**src/rtl/knc_pkg.sv**
```systemverilog
`timescale 1ns / 1ps

package knc_pkg;

  localparam int MAX_CENTERS = 16;
  localparam int MAX_DIMS    = 8;
  localparam int COORD_BITS  = 16;

  localparam int ID_W        = 16;
  localparam int DIST_W      = 36;
  localparam int MUL_W       = 18;
  localparam int NCAND_REG_W = 5;
  localparam int NDIM_REG_W  = 4;
  localparam int CFG_IDX_W   = 1;
  localparam int CFG_DATA_W  = 5;

  localparam int SLOT_W       = $clog2(MAX_CENTERS);
  localparam int CAND_CNT_W   = $clog2(MAX_CENTERS + 1);
  localparam int DIM_CNT_W    = $clog2(MAX_DIMS + 1);
  localparam int COORD_ADDR_W = $clog2(MAX_CENTERS * MAX_DIMS);
  localparam int DIFF_W       = COORD_BITS + 1;
  localparam int MAG_W        = (DIFF_W > MUL_W) ? DIFF_W : MUL_W + 1;

  localparam logic [DIST_W-1:0] DIST_MAX = {DIST_W{1'b1}};

  localparam logic ACT_LOAD  = 1'b0;
  localparam logic ACT_POINT = 1'b1;

  localparam logic [CFG_IDX_W-1:0] CFG_NUM_CANDIDATES = 1'b0;
  localparam logic [CFG_IDX_W-1:0] CFG_NUM_DIMS       = 1'b1;

  typedef struct packed {
    logic                         action;
    logic [3:0]                   slot;
    logic [ID_W-1:0]              candidate_id;
    logic [2:0]                   dim_index;
    logic signed [COORD_BITS-1:0] coord;
    logic [ID_W-1:0]              point_id;
    logic                         last_coord;
  } in_word_t;

  typedef struct packed {
    logic [ID_W-1:0]   out_point_id;
    logic [ID_W-1:0]   nearest_id;
    logic [DIST_W-1:0] nearest_dist;
  } out_word_t;

  typedef struct packed {
    logic              take_load;
    logic              take_point;
    logic              issue;
    logic [SLOT_W-1:0] idx;
    logic              emit;
  } knc_cmd_t;

  typedef struct packed {
    logic                  busy;
    logic                  last;
    logic                  out_free;
    logic [CAND_CNT_W-1:0] ncand;
  } knc_status_t;

endpackage

```
**src/rtl/knc_ram.sv**
```systemverilog
`timescale 1ns / 1ps

module knc_ram #(
  parameter int WIDTH = 16,
  parameter int DEPTH = 128
) (
  input  logic                     clk,
  input  logic                     wr_en,
  input  logic [$clog2(DEPTH)-1:0] wr_addr,
  input  logic [WIDTH-1:0]         wr_data,
  input  logic                     rd_en,
  input  logic [$clog2(DEPTH)-1:0] rd_addr,
  output logic [WIDTH-1:0]         rd_data
);

  logic [WIDTH-1:0] mem_r [DEPTH];
  logic [WIDTH-1:0] rd_data_r;

  always_ff @(posedge clk) begin
    if (wr_en) begin
      mem_r[wr_addr] <= wr_data;
    end
    if (rd_en) begin
      rd_data_r <= mem_r[rd_addr];
    end
  end

  assign rd_data = rd_data_r;

endmodule

```
**src/rtl/knc_ctrl.sv**
```systemverilog
`timescale 1ns / 1ps

module knc_ctrl (
  input  logic                clk,
  input  logic                rst_n,
  input  logic                in_valid,
  input  logic                in_action,
  output logic                in_ready,
  input  knc_pkg::knc_status_t status,
  output knc_pkg::knc_cmd_t   cmd
);

  typedef enum logic [3:0] {
    ST_IDLE   = 4'b0001,
    ST_WALK   = 4'b0010,
    ST_DRAIN  = 4'b0100,
    ST_FINISH = 4'b1000
  } knc_state_t;

  knc_state_t                     state_r, state_nxt;
  logic [knc_pkg::SLOT_W-1:0]     cnt_r, cnt_nxt;
  logic                           accept;
  logic                           walk_done;

  always_comb begin
    in_ready       = (state_r == ST_IDLE);
    accept         = in_valid && in_ready;
    cmd.take_load  = accept && (in_action == knc_pkg::ACT_LOAD);
    cmd.take_point = accept && (in_action == knc_pkg::ACT_POINT);
    cmd.issue      = (state_r == ST_WALK);
    cmd.idx        = cnt_r;
    cmd.emit       = (state_r == ST_FINISH) && status.out_free;
    walk_done      = ((knc_pkg::CAND_CNT_W'(cnt_r) + knc_pkg::CAND_CNT_W'(1)) == status.ncand);
  end

  always_comb begin
    state_nxt = state_r;
    cnt_nxt   = cnt_r;
    unique case (state_r)
      ST_IDLE: begin
        if (cmd.take_point) begin
          state_nxt = ST_WALK;
          cnt_nxt   = '0;
        end
      end
      ST_WALK: begin
        if (walk_done) begin
          state_nxt = ST_DRAIN;
        end else begin
          cnt_nxt = cnt_r + knc_pkg::SLOT_W'(1);
        end
      end
      ST_DRAIN: begin
        // wait for the last slot to reach the accumulate stage
        if (!status.busy) begin
          state_nxt = status.last ? ST_FINISH : ST_IDLE;
        end
      end
      ST_FINISH: begin
        if (status.out_free) begin
          state_nxt = ST_IDLE;
        end
      end
      default: begin
        state_nxt = ST_IDLE;
      end
    endcase
  end

  always_ff @(posedge clk) begin
    if (!rst_n) begin
      state_r <= ST_IDLE;
      cnt_r   <= '0;
    end else begin
      state_r <= state_nxt;
      cnt_r   <= cnt_nxt;
    end
  end

endmodule

```
**src/rtl/knc_dpath.sv**
```systemverilog
`timescale 1ns / 1ps

module knc_dpath (
  input  logic                                clk,
  input  logic                                rst_n,
  input  knc_pkg::in_word_t                   in_data,
  input  logic                                cfg_wr_en,
  input  logic [knc_pkg::CFG_IDX_W-1:0]       cfg_index,
  input  logic [knc_pkg::CFG_DATA_W-1:0]      cfg_wdata,
  input  knc_pkg::knc_cmd_t                   cmd,
  output knc_pkg::knc_status_t                status,
  output logic                                out_valid,
  input  logic                                out_ready,
  output knc_pkg::out_word_t                  out_data
);

  // configuration
  logic [knc_pkg::NCAND_REG_W-1:0] num_cand_r;
  logic [knc_pkg::NDIM_REG_W-1:0]  num_dims_r;
  logic [knc_pkg::CAND_CNT_W-1:0]  ncand_eff;
  logic [knc_pkg::DIM_CNT_W-1:0]   ndim_eff;

  // point word in flight
  logic signed [knc_pkg::COORD_BITS-1:0] pcoord_r;
  logic [knc_pkg::ID_W-1:0]              pid_r;
  logic [2:0]                            pdim_r;
  logic                                  last_r;
  logic                                  act_r;

  // center storage
  logic [knc_pkg::ID_W-1:0]         ids_r [knc_pkg::MAX_CENTERS];
  logic                             load_ok;
  logic                             ram_we;
  logic [knc_pkg::COORD_ADDR_W-1:0] ram_waddr;
  logic [knc_pkg::COORD_ADDR_W-1:0] ram_raddr;
  logic [knc_pkg::COORD_BITS-1:0]   ram_rdata;

  // pipeline
  logic                              s1_valid_r;
  logic [knc_pkg::SLOT_W-1:0]        s1_idx_r;
  logic                              s2_valid_r;
  logic [knc_pkg::SLOT_W-1:0]        s2_idx_r;
  logic [knc_pkg::MAG_W-1:0]         s2_mag_r;
  logic                              s3_valid_r;
  logic [knc_pkg::SLOT_W-1:0]        s3_idx_r;
  logic [knc_pkg::DIST_W-1:0]        s3_sq_r;

  logic signed [knc_pkg::DIFF_W-1:0] diff;
  logic [knc_pkg::DIFF_W-1:0]        mag;
  logic                              sq_ovf;
  logic [knc_pkg::DIST_W-1:0]        sq;
  logic [knc_pkg::DIST_W:0]          acc_sum;
  logic [knc_pkg::DIST_W-1:0]        acc_new;

  logic [knc_pkg::DIST_W-1:0] partial_r [knc_pkg::MAX_CENTERS];
  logic [knc_pkg::DIST_W-1:0] best_d_r;
  logic [knc_pkg::SLOT_W-1:0] best_idx_r;

  logic               out_valid_r;
  knc_pkg::out_word_t out_data_r;

  always_comb begin
    if (num_cand_r == '0) begin
      ncand_eff = knc_pkg::CAND_CNT_W'(1);
    end else if (32'(num_cand_r) > knc_pkg::MAX_CENTERS) begin
      ncand_eff = knc_pkg::CAND_CNT_W'(knc_pkg::MAX_CENTERS);
    end else begin
      ncand_eff = knc_pkg::CAND_CNT_W'(num_cand_r);
    end
    if (num_dims_r == '0) begin
      ndim_eff = knc_pkg::DIM_CNT_W'(1);
    end else if (32'(num_dims_r) > knc_pkg::MAX_DIMS) begin
      ndim_eff = knc_pkg::DIM_CNT_W'(knc_pkg::MAX_DIMS);
    end else begin
      ndim_eff = knc_pkg::DIM_CNT_W'(num_dims_r);
    end
  end

  always_ff @(posedge clk) begin
    if (!rst_n) begin
      num_cand_r <= knc_pkg::NCAND_REG_W'(1);
      num_dims_r <= knc_pkg::NDIM_REG_W'(1);
    end else if (cfg_wr_en) begin
      unique case (cfg_index)
        knc_pkg::CFG_NUM_CANDIDATES: num_cand_r <= cfg_wdata[knc_pkg::NCAND_REG_W-1:0];
        knc_pkg::CFG_NUM_DIMS:       num_dims_r <= cfg_wdata[knc_pkg::NDIM_REG_W-1:0];
        default: begin
        end
      endcase
    end
  end

  // loads outside the slot or coordinate range are dropped
  assign load_ok = (32'(in_data.slot) < knc_pkg::MAX_CENTERS) &&
                   (32'(in_data.dim_index) < knc_pkg::MAX_DIMS);
  assign ram_we  = cmd.take_load && load_ok;
  assign ram_waddr = knc_pkg::COORD_ADDR_W'(in_data.slot) *
                     knc_pkg::COORD_ADDR_W'(knc_pkg::MAX_DIMS) +
                     knc_pkg::COORD_ADDR_W'(in_data.dim_index);
  assign ram_raddr = knc_pkg::COORD_ADDR_W'(cmd.idx) *
                     knc_pkg::COORD_ADDR_W'(knc_pkg::MAX_DIMS) +
                     knc_pkg::COORD_ADDR_W'(pdim_r);

  knc_ram #(
    .WIDTH (knc_pkg::COORD_BITS),
    .DEPTH (knc_pkg::MAX_CENTERS * knc_pkg::MAX_DIMS)
  ) u_coord_ram (
    .clk     (clk),
    .wr_en   (ram_we),
    .wr_addr (ram_waddr),
    .wr_data (in_data.coord),
    .rd_en   (cmd.issue),
    .rd_addr (ram_raddr),
    .rd_data (ram_rdata)
  );

  always_ff @(posedge clk) begin
    if (ram_we) begin
      ids_r[knc_pkg::SLOT_W'(in_data.slot)] <= in_data.candidate_id;
    end
    if (cmd.take_point) begin
      pcoord_r <= in_data.coord;
      pid_r    <= in_data.point_id;
      pdim_r   <= in_data.dim_index;
      act_r    <= (32'(in_data.dim_index) < 32'(ndim_eff));
    end
  end

  always_ff @(posedge clk) begin
    if (!rst_n) begin
      last_r <= 1'b0;
    end else if (cmd.take_point) begin
      last_r <= in_data.last_coord;
    end
  end

  always_comb begin
    diff    = knc_pkg::DIFF_W'(pcoord_r) - knc_pkg::DIFF_W'($signed(ram_rdata));
    mag     = diff[knc_pkg::DIFF_W-1] ? $unsigned(-diff) : $unsigned(diff);
    sq_ovf  = (s2_mag_r >> knc_pkg::MUL_W) != '0;
    sq      = knc_pkg::DIST_W'(s2_mag_r[knc_pkg::MUL_W-1:0]) *
              knc_pkg::DIST_W'(s2_mag_r[knc_pkg::MUL_W-1:0]);
    acc_sum = {1'b0, partial_r[s3_idx_r]} + {1'b0, s3_sq_r};
    acc_new = acc_sum[knc_pkg::DIST_W] ? knc_pkg::DIST_MAX : acc_sum[knc_pkg::DIST_W-1:0];
  end

  always_ff @(posedge clk) begin
    if (!rst_n) begin
      s1_valid_r <= 1'b0;
      s2_valid_r <= 1'b0;
      s3_valid_r <= 1'b0;
    end else begin
      s1_valid_r <= cmd.issue;
      s2_valid_r <= s1_valid_r;
      s3_valid_r <= s2_valid_r;
    end
  end

  always_ff @(posedge clk) begin
    s1_idx_r <= cmd.idx;
    s2_idx_r <= s1_idx_r;
    s2_mag_r <= knc_pkg::MAG_W'(mag);
    s3_idx_r <= s2_idx_r;
    // a coordinate past the point's size adds nothing
    if (!act_r) begin
      s3_sq_r <= '0;
    end else if (sq_ovf) begin
      s3_sq_r <= knc_pkg::DIST_MAX;
    end else begin
      s3_sq_r <= sq;
    end
    // slot 0 seeds the search; strict less-than keeps the lowest slot on ties
    if (s3_valid_r && ((s3_idx_r == '0) || (acc_new < best_d_r))) begin
      best_d_r   <= acc_new;
      best_idx_r <= s3_idx_r;
    end
  end

  always_ff @(posedge clk) begin
    if (!rst_n || cmd.emit) begin
      for (int i = 0; i < knc_pkg::MAX_CENTERS; i++) begin
        partial_r[i] <= '0;
      end
    end else if (s3_valid_r) begin
      partial_r[s3_idx_r] <= acc_new;
    end
  end

  always_ff @(posedge clk) begin
    if (!rst_n) begin
      out_valid_r <= 1'b0;
    end else if (cmd.emit) begin
      out_valid_r <= 1'b1;
    end else if (out_ready) begin
      out_valid_r <= 1'b0;
    end
  end

  always_ff @(posedge clk) begin
    if (cmd.emit) begin
      out_data_r.out_point_id <= pid_r;
      out_data_r.nearest_id   <= ids_r[best_idx_r];
      out_data_r.nearest_dist <= best_d_r;
    end
  end

  always_comb begin
    status.busy     = s1_valid_r || s2_valid_r;
    status.last     = last_r;
    status.out_free = !out_valid_r || out_ready;
    status.ncand    = ncand_eff;
  end

  assign out_valid = out_valid_r;
  assign out_data  = out_data_r;

endmodule

```
**src/rtl/kmeans_nearest_center.sv**
```systemverilog
`timescale 1ns / 1ps

// channel | direction | handshake            | word
// in      | input     | in_valid / in_ready   | knc_pkg::in_word_t
// out     | output    | out_valid / out_ready | knc_pkg::out_word_t
// cfg     | input     | cfg_wr_en             | cfg_index, cfg_wdata
//
// A load word is written to the center storage when taken. A point word walks the N
// active candidates (N the active candidate count), one coordinate memory read per
// slot, then waits for the read, square and accumulate stages to empty. A last
// coordinate then moves the result into the output register once it is free.
// Reset is synchronous and needs no clearing pass; running distances clear at once.
// A stalled output holds its word. Loads and non-final coordinates still pass, but
// the next result waits for it and holds off all input while it waits.

module kmeans_nearest_center (
  input  logic                           clk,
  input  logic                           rst_n,
  input  logic                           in_valid,
  output logic                           in_ready,
  input  knc_pkg::in_word_t              in_data,
  output logic                           out_valid,
  input  logic                           out_ready,
  output knc_pkg::out_word_t             out_data,
  input  logic                           cfg_wr_en,
  input  logic [knc_pkg::CFG_IDX_W-1:0]  cfg_index,
  input  logic [knc_pkg::CFG_DATA_W-1:0] cfg_wdata
);

  knc_pkg::knc_cmd_t    cmd;
  knc_pkg::knc_status_t status;

  knc_ctrl u_ctrl (
    .clk       (clk),
    .rst_n     (rst_n),
    .in_valid  (in_valid),
    .in_action (in_data.action),
    .in_ready  (in_ready),
    .status    (status),
    .cmd       (cmd)
  );

  knc_dpath u_dpath (
    .clk       (clk),
    .rst_n     (rst_n),
    .in_data   (in_data),
    .cfg_wr_en (cfg_wr_en),
    .cfg_index (cfg_index),
    .cfg_wdata (cfg_wdata),
    .cmd       (cmd),
    .status    (status),
    .out_valid (out_valid),
    .out_ready (out_ready),
    .out_data  (out_data)
  );

`ifndef ASSERT_OFF
  a_walk_blocks_input: assert property (@(posedge clk) disable iff (!rst_n)
    cmd.issue |-> !in_ready)
    else $error("input accepted during candidate walk");

  a_emit_needs_room: assert property (@(posedge clk) disable iff (!rst_n)
    cmd.emit |-> (!out_valid || out_ready))
    else $error("result emitted over an untaken word");

  a_emit_sets_valid: assert property (@(posedge clk) disable iff (!rst_n)
    cmd.emit |=> out_valid)
    else $error("emitted result not presented");

  a_valid_from_emit: assert property (@(posedge clk) disable iff (!rst_n)
    $rose(out_valid) |-> $past(cmd.emit))
    else $error("output word appeared without emit");
`endif

endmodule
```
**config.mk**
```make
export PLATFORM = sky130hd
export DESIGN_NAME = kmeans_nearest_center
export DESIGN_NICKNAME = d
export VERILOG_FILES = /design/src/rtl/knc_pkg.sv /design/src/rtl/knc_ram.sv /design/src/rtl/knc_ctrl.sv /design/src/rtl/knc_dpath.sv /design/src/rtl/kmeans_nearest_center.sv
export SDC_FILE = /design/constraint.sdc
export NUM_CORES = 2
export LEC_CHECK = 0
export ABC_CLOCK_PERIOD_IN_PS = 21300
export BUFFER_PORTS_ARGS = -buffer_cell sky130_fd_sc_hd__buf_4
export CAP_MARGIN = 20
export CORE_UTILIZATION = 53
export CTS_BUF_LIST = sky130_fd_sc_hd__clkbuf_16
export DETAILED_ROUTE_END_ITERATION = 10
export GPL_ROUTABILITY_DRIVEN = 1
export PLACE_DENSITY = 0.78
export REMOVE_ABC_BUFFERS = 1
export SYNTH_ARGS = -nofsm -noshare
export SYNTH_HDL_FRONTEND = slang
export SYNTH_SLANG_ARGS = --single-unit
```
**constraint.sdc**
```tcl
create_clock -name clk -period 21.3 [get_ports clk]
set_input_delay 4.26 -clock clk [delete_from_list [all_inputs] [get_ports clk]]
set_output_delay 4.26 -clock clk [all_outputs]
set_load 0.05 [all_outputs]
```
==> impl_metrics.yaml <==
routing:
  drt_iter0_drc: 9905
  ant_nets: 0
  routedWlPerCell_um: 32.0
  vias: 69700
  routed_via_density: 6.46
  finalWirelength_um: 346000
  drc: 0
  dr.pass1.iters: 6
die:
  die-area_um2: 250000
  dieWidth_um: 500
  core-area_um2: 246000
  fp.dieH_um: 500
  start_util_pct: 53.5
  io_pins: 138
  std_cell_rows: 182
timing:
  hold_viol_final: 0
  max_slew_margin_pct: 20.4
  rsz0062_at_grt: "false"
  fin_ws_ns: 11.17
  fmax_mhz: 98.8
  fin_crit_ns: 10.13
  tightest_slew_ns: 1.19
  setup_viol: 0
  finalCritPeriodShare_pct: 47.5
  fin_skew_ns: 0.0748
  report.final.slew_viol_count: 0
cts:
  clockBufferDepth: 4
  cts.sink_count: 3124
  cts_made_buffers: 318
  cts_tree: "built"
  clkSlewWorstSetupHoldPaths_ns: 0.06
  root_buffer: "clkbuf_16"
  cts.htree.levels: 5
  clk-insertion-delay-late_ns: 0.99
  postCtsHoldBufs: 0
  post_cts_resized: 0
  cts_setup_buffers: 0
synth:
  ys.flop_type: "edfxtp_1"
  netlist_instances: 6904
  synth-seq-area-share_pct: 70.6
  synth_top_area_cell: "edfxtp_1"
  yosys_register_bits: 3124
  yosysMostFrequentCell: "edfxtp_1"
  synth_edf_count: 3040
  synth_top_area_share_pct: 69.3
  netlist_area_um2: 132000
  synthArstFlopShare_pct: 0
  synthTopCellsByCount: "3040 x edfxtp_1, 930 x mux4_2, 806 x nor2_1"
  yosysUniqueCellTypes: 72
  synthTopCellsByArea: "edfxtp_1 69%, mux4_2 16%, fa_1 2.9%"
  yosys_warnings: 0
  synth.avg_cell_area_um2: 19.1
worst_setup_path:
  critPathCaptureType: "register"
  worstSetupStartpoint: "u_dpath.s3_idx_r[1]"
  path_max_fanout: 64
  cp_data_arrival_time_ns: 10.73
  timing.rr.start: "u_dpath.s3_idx_r[1]"
  required_ns: 21.90
  cpMostUsedCell: "buf_4"
  cp-start-kind: "register"
  rr_worst_depth: 28
  slowest_stage: "buf_4"
  rrSetupSlack_ns: 11.17
  crit_type: "reg2reg"
  timing.rr.end: "u_dpath.best_idx_r[1]"
  critical-path-max-stage-delay_ns: 0.82
  crit_end: "u_dpath.best_idx_r[1]"
job:
  cap_violations: 0
min_path:
  worstHoldStart: "u_dpath.s1_idx_r[3]"
  hp-class: "reg2reg"
global_route:
  grt_pass1_vias: 71300
  gr-total-overflow: 0
  antenna_found_initial: 20
  grt_pass1_wl_um: 496000
  grt.total_usage_pct: 27.6
  grt_max_degree: 129
place:
  dp.cells: 10200
  pre_cts_ws_ns: 10.17
  numPortBuffers: 137
  gp_congestion: 0.916
  post-dp-hpwl_um: 191000
outcome:
  status: "finished, final reports clean"
finish:
  drive_gt1_share_pct: 24.9
  utilization_pct: 59.9
  instances_no_fill: 10800
  final_nets: 7691
  area_delta_synth_final_pct: 12.0
[stage by stage]
stage	setup TNS, ns	hold slack (ns)	cell area (um^2)
after global placement	0	0.310	137000
after global routing	0	0.336	148000
after detailed placement	0	0.312	137000
final	0	0.327	148000
after floorplan	-5.74	0.310	130000
after CTS	0	0.328	147000
[worst min path at each step]
stage | to | slack, ns | cells past startpoint
6_report | u_dpath.s2_idx_r[3] | 0.33 | 0
5_1_grt | u_dpath.s2_idx_r[0] | 0.34 | 0
4_1_cts | u_dpath.s2_idx_r[3] | 0.33 | 0
3_5_place_dp | u_dpath.s3_idx_r[3] | 0.31 | 0
3_3_place_gp | u_dpath.s3_idx_r[3] | 0.31 | 0
2_1_floorplan | u_dpath.s2_idx_r[0] | 0.31 | 0
[sequential cells by signal, summed over array words and instances (netlist names), 3 cells and up]
signal and flops:
u_dpath.u_coord_ram.mem_r 2048, u_dpath.partial_r 576, u_dpath.ids_r 256, u_dpath.out_data 68
u_dpath.best_d_r 36, u_dpath.s3_sq_r 33, u_dpath.s2_mag_r 17, u_dpath.pcoord_r 16
u_dpath.pid_r 16, u_dpath.u_coord_ram.rd_data 16, u_dpath.num_cand_r 5, u_ctrl.cnt_r 4
u_ctrl.state_r 4, u_dpath.best_idx_r 4, u_dpath.num_dims_r 4, u_dpath.s1_idx_r 4
u_dpath.s2_idx_r 4, u_dpath.s3_idx_r 4, u_dpath.pdim_r 3
[cell families (layout without fill, tap and decap cells)]
family	Yosys count	after routing	synth area share, %
adder cells (fa/ha/maj)	390	390	4.81
buffers and inverters	784	1350	2.27
XOR/XNOR	86	86	0.572
AO/OA/AOI/OAI	294	294	1.49
other	0	8	0
flip-flops	3124	3124	70.6
AND/OR/NAND/NOR	1256	1256	4.04
multiplexers	970	970	16.2
[final cells by class]
class	count	area, um^2
inverters	420	1580
clock inverters	234	1820
repair buffers	373	2980
diodes	8	20.0
fillers	16700	98900
clock buffers	323	8080
well taps	3312	4140
flip-flops and latches	3124	93000
multi-input cells	2996	35900
[critical path: cells and delay by family, from the launching register on]
kind	cells	cell delay [ns]
fa+ha+maj	2	0.69
mux	2	0.91
flops	1	0.80
simple gates	4	1.44
buf+inv	7	2.75
compound gates	13	3.06
[placed cells by master (no fill, tap or decap), types with 10 or more instances in the layout]
master,count
nor3_1,20
clkbuf_16,323
mux4_2,930
nor2_2,24
nor2_1,789
a21oi_1,86
buf_4,357
clkinvlp_4,16
clkinv_1,69
fa_1,194
inv_1,460
o21bai_1,10
nand2b_1,17
mux2_2,17
dfxtp_1,77
clkinv_2,68
nand2_2,28
nand2_1,166
xnor2_1,53
and2_1,62
o31ai_1,12
nor2b_1,29
ha_1,196
bufinv_16,27
mux2i_1,22
a21o_1,41
xor2_1,33
o21a_1,15
nand4_1,13
o21ai_0,58
edfxtp_1,3040
nand3_1,42
and3_1,11
[per-layer routing]
layer | vias up | wire length, um | GRT usage, %
met4 | 14 | 17800 | 12.7
met5 | - | 85 | 0
li1 | 27600 | - | -
met1 | 36100 | 121000 | 36.1
met2 | 4977 | 171000 | 45.1
met3 | 951 | 36200 | 5.32
Power is left out: the tool's default activity adds up to more than one toggle a clock period on the data nets, which glitch-free logic cannot reach.
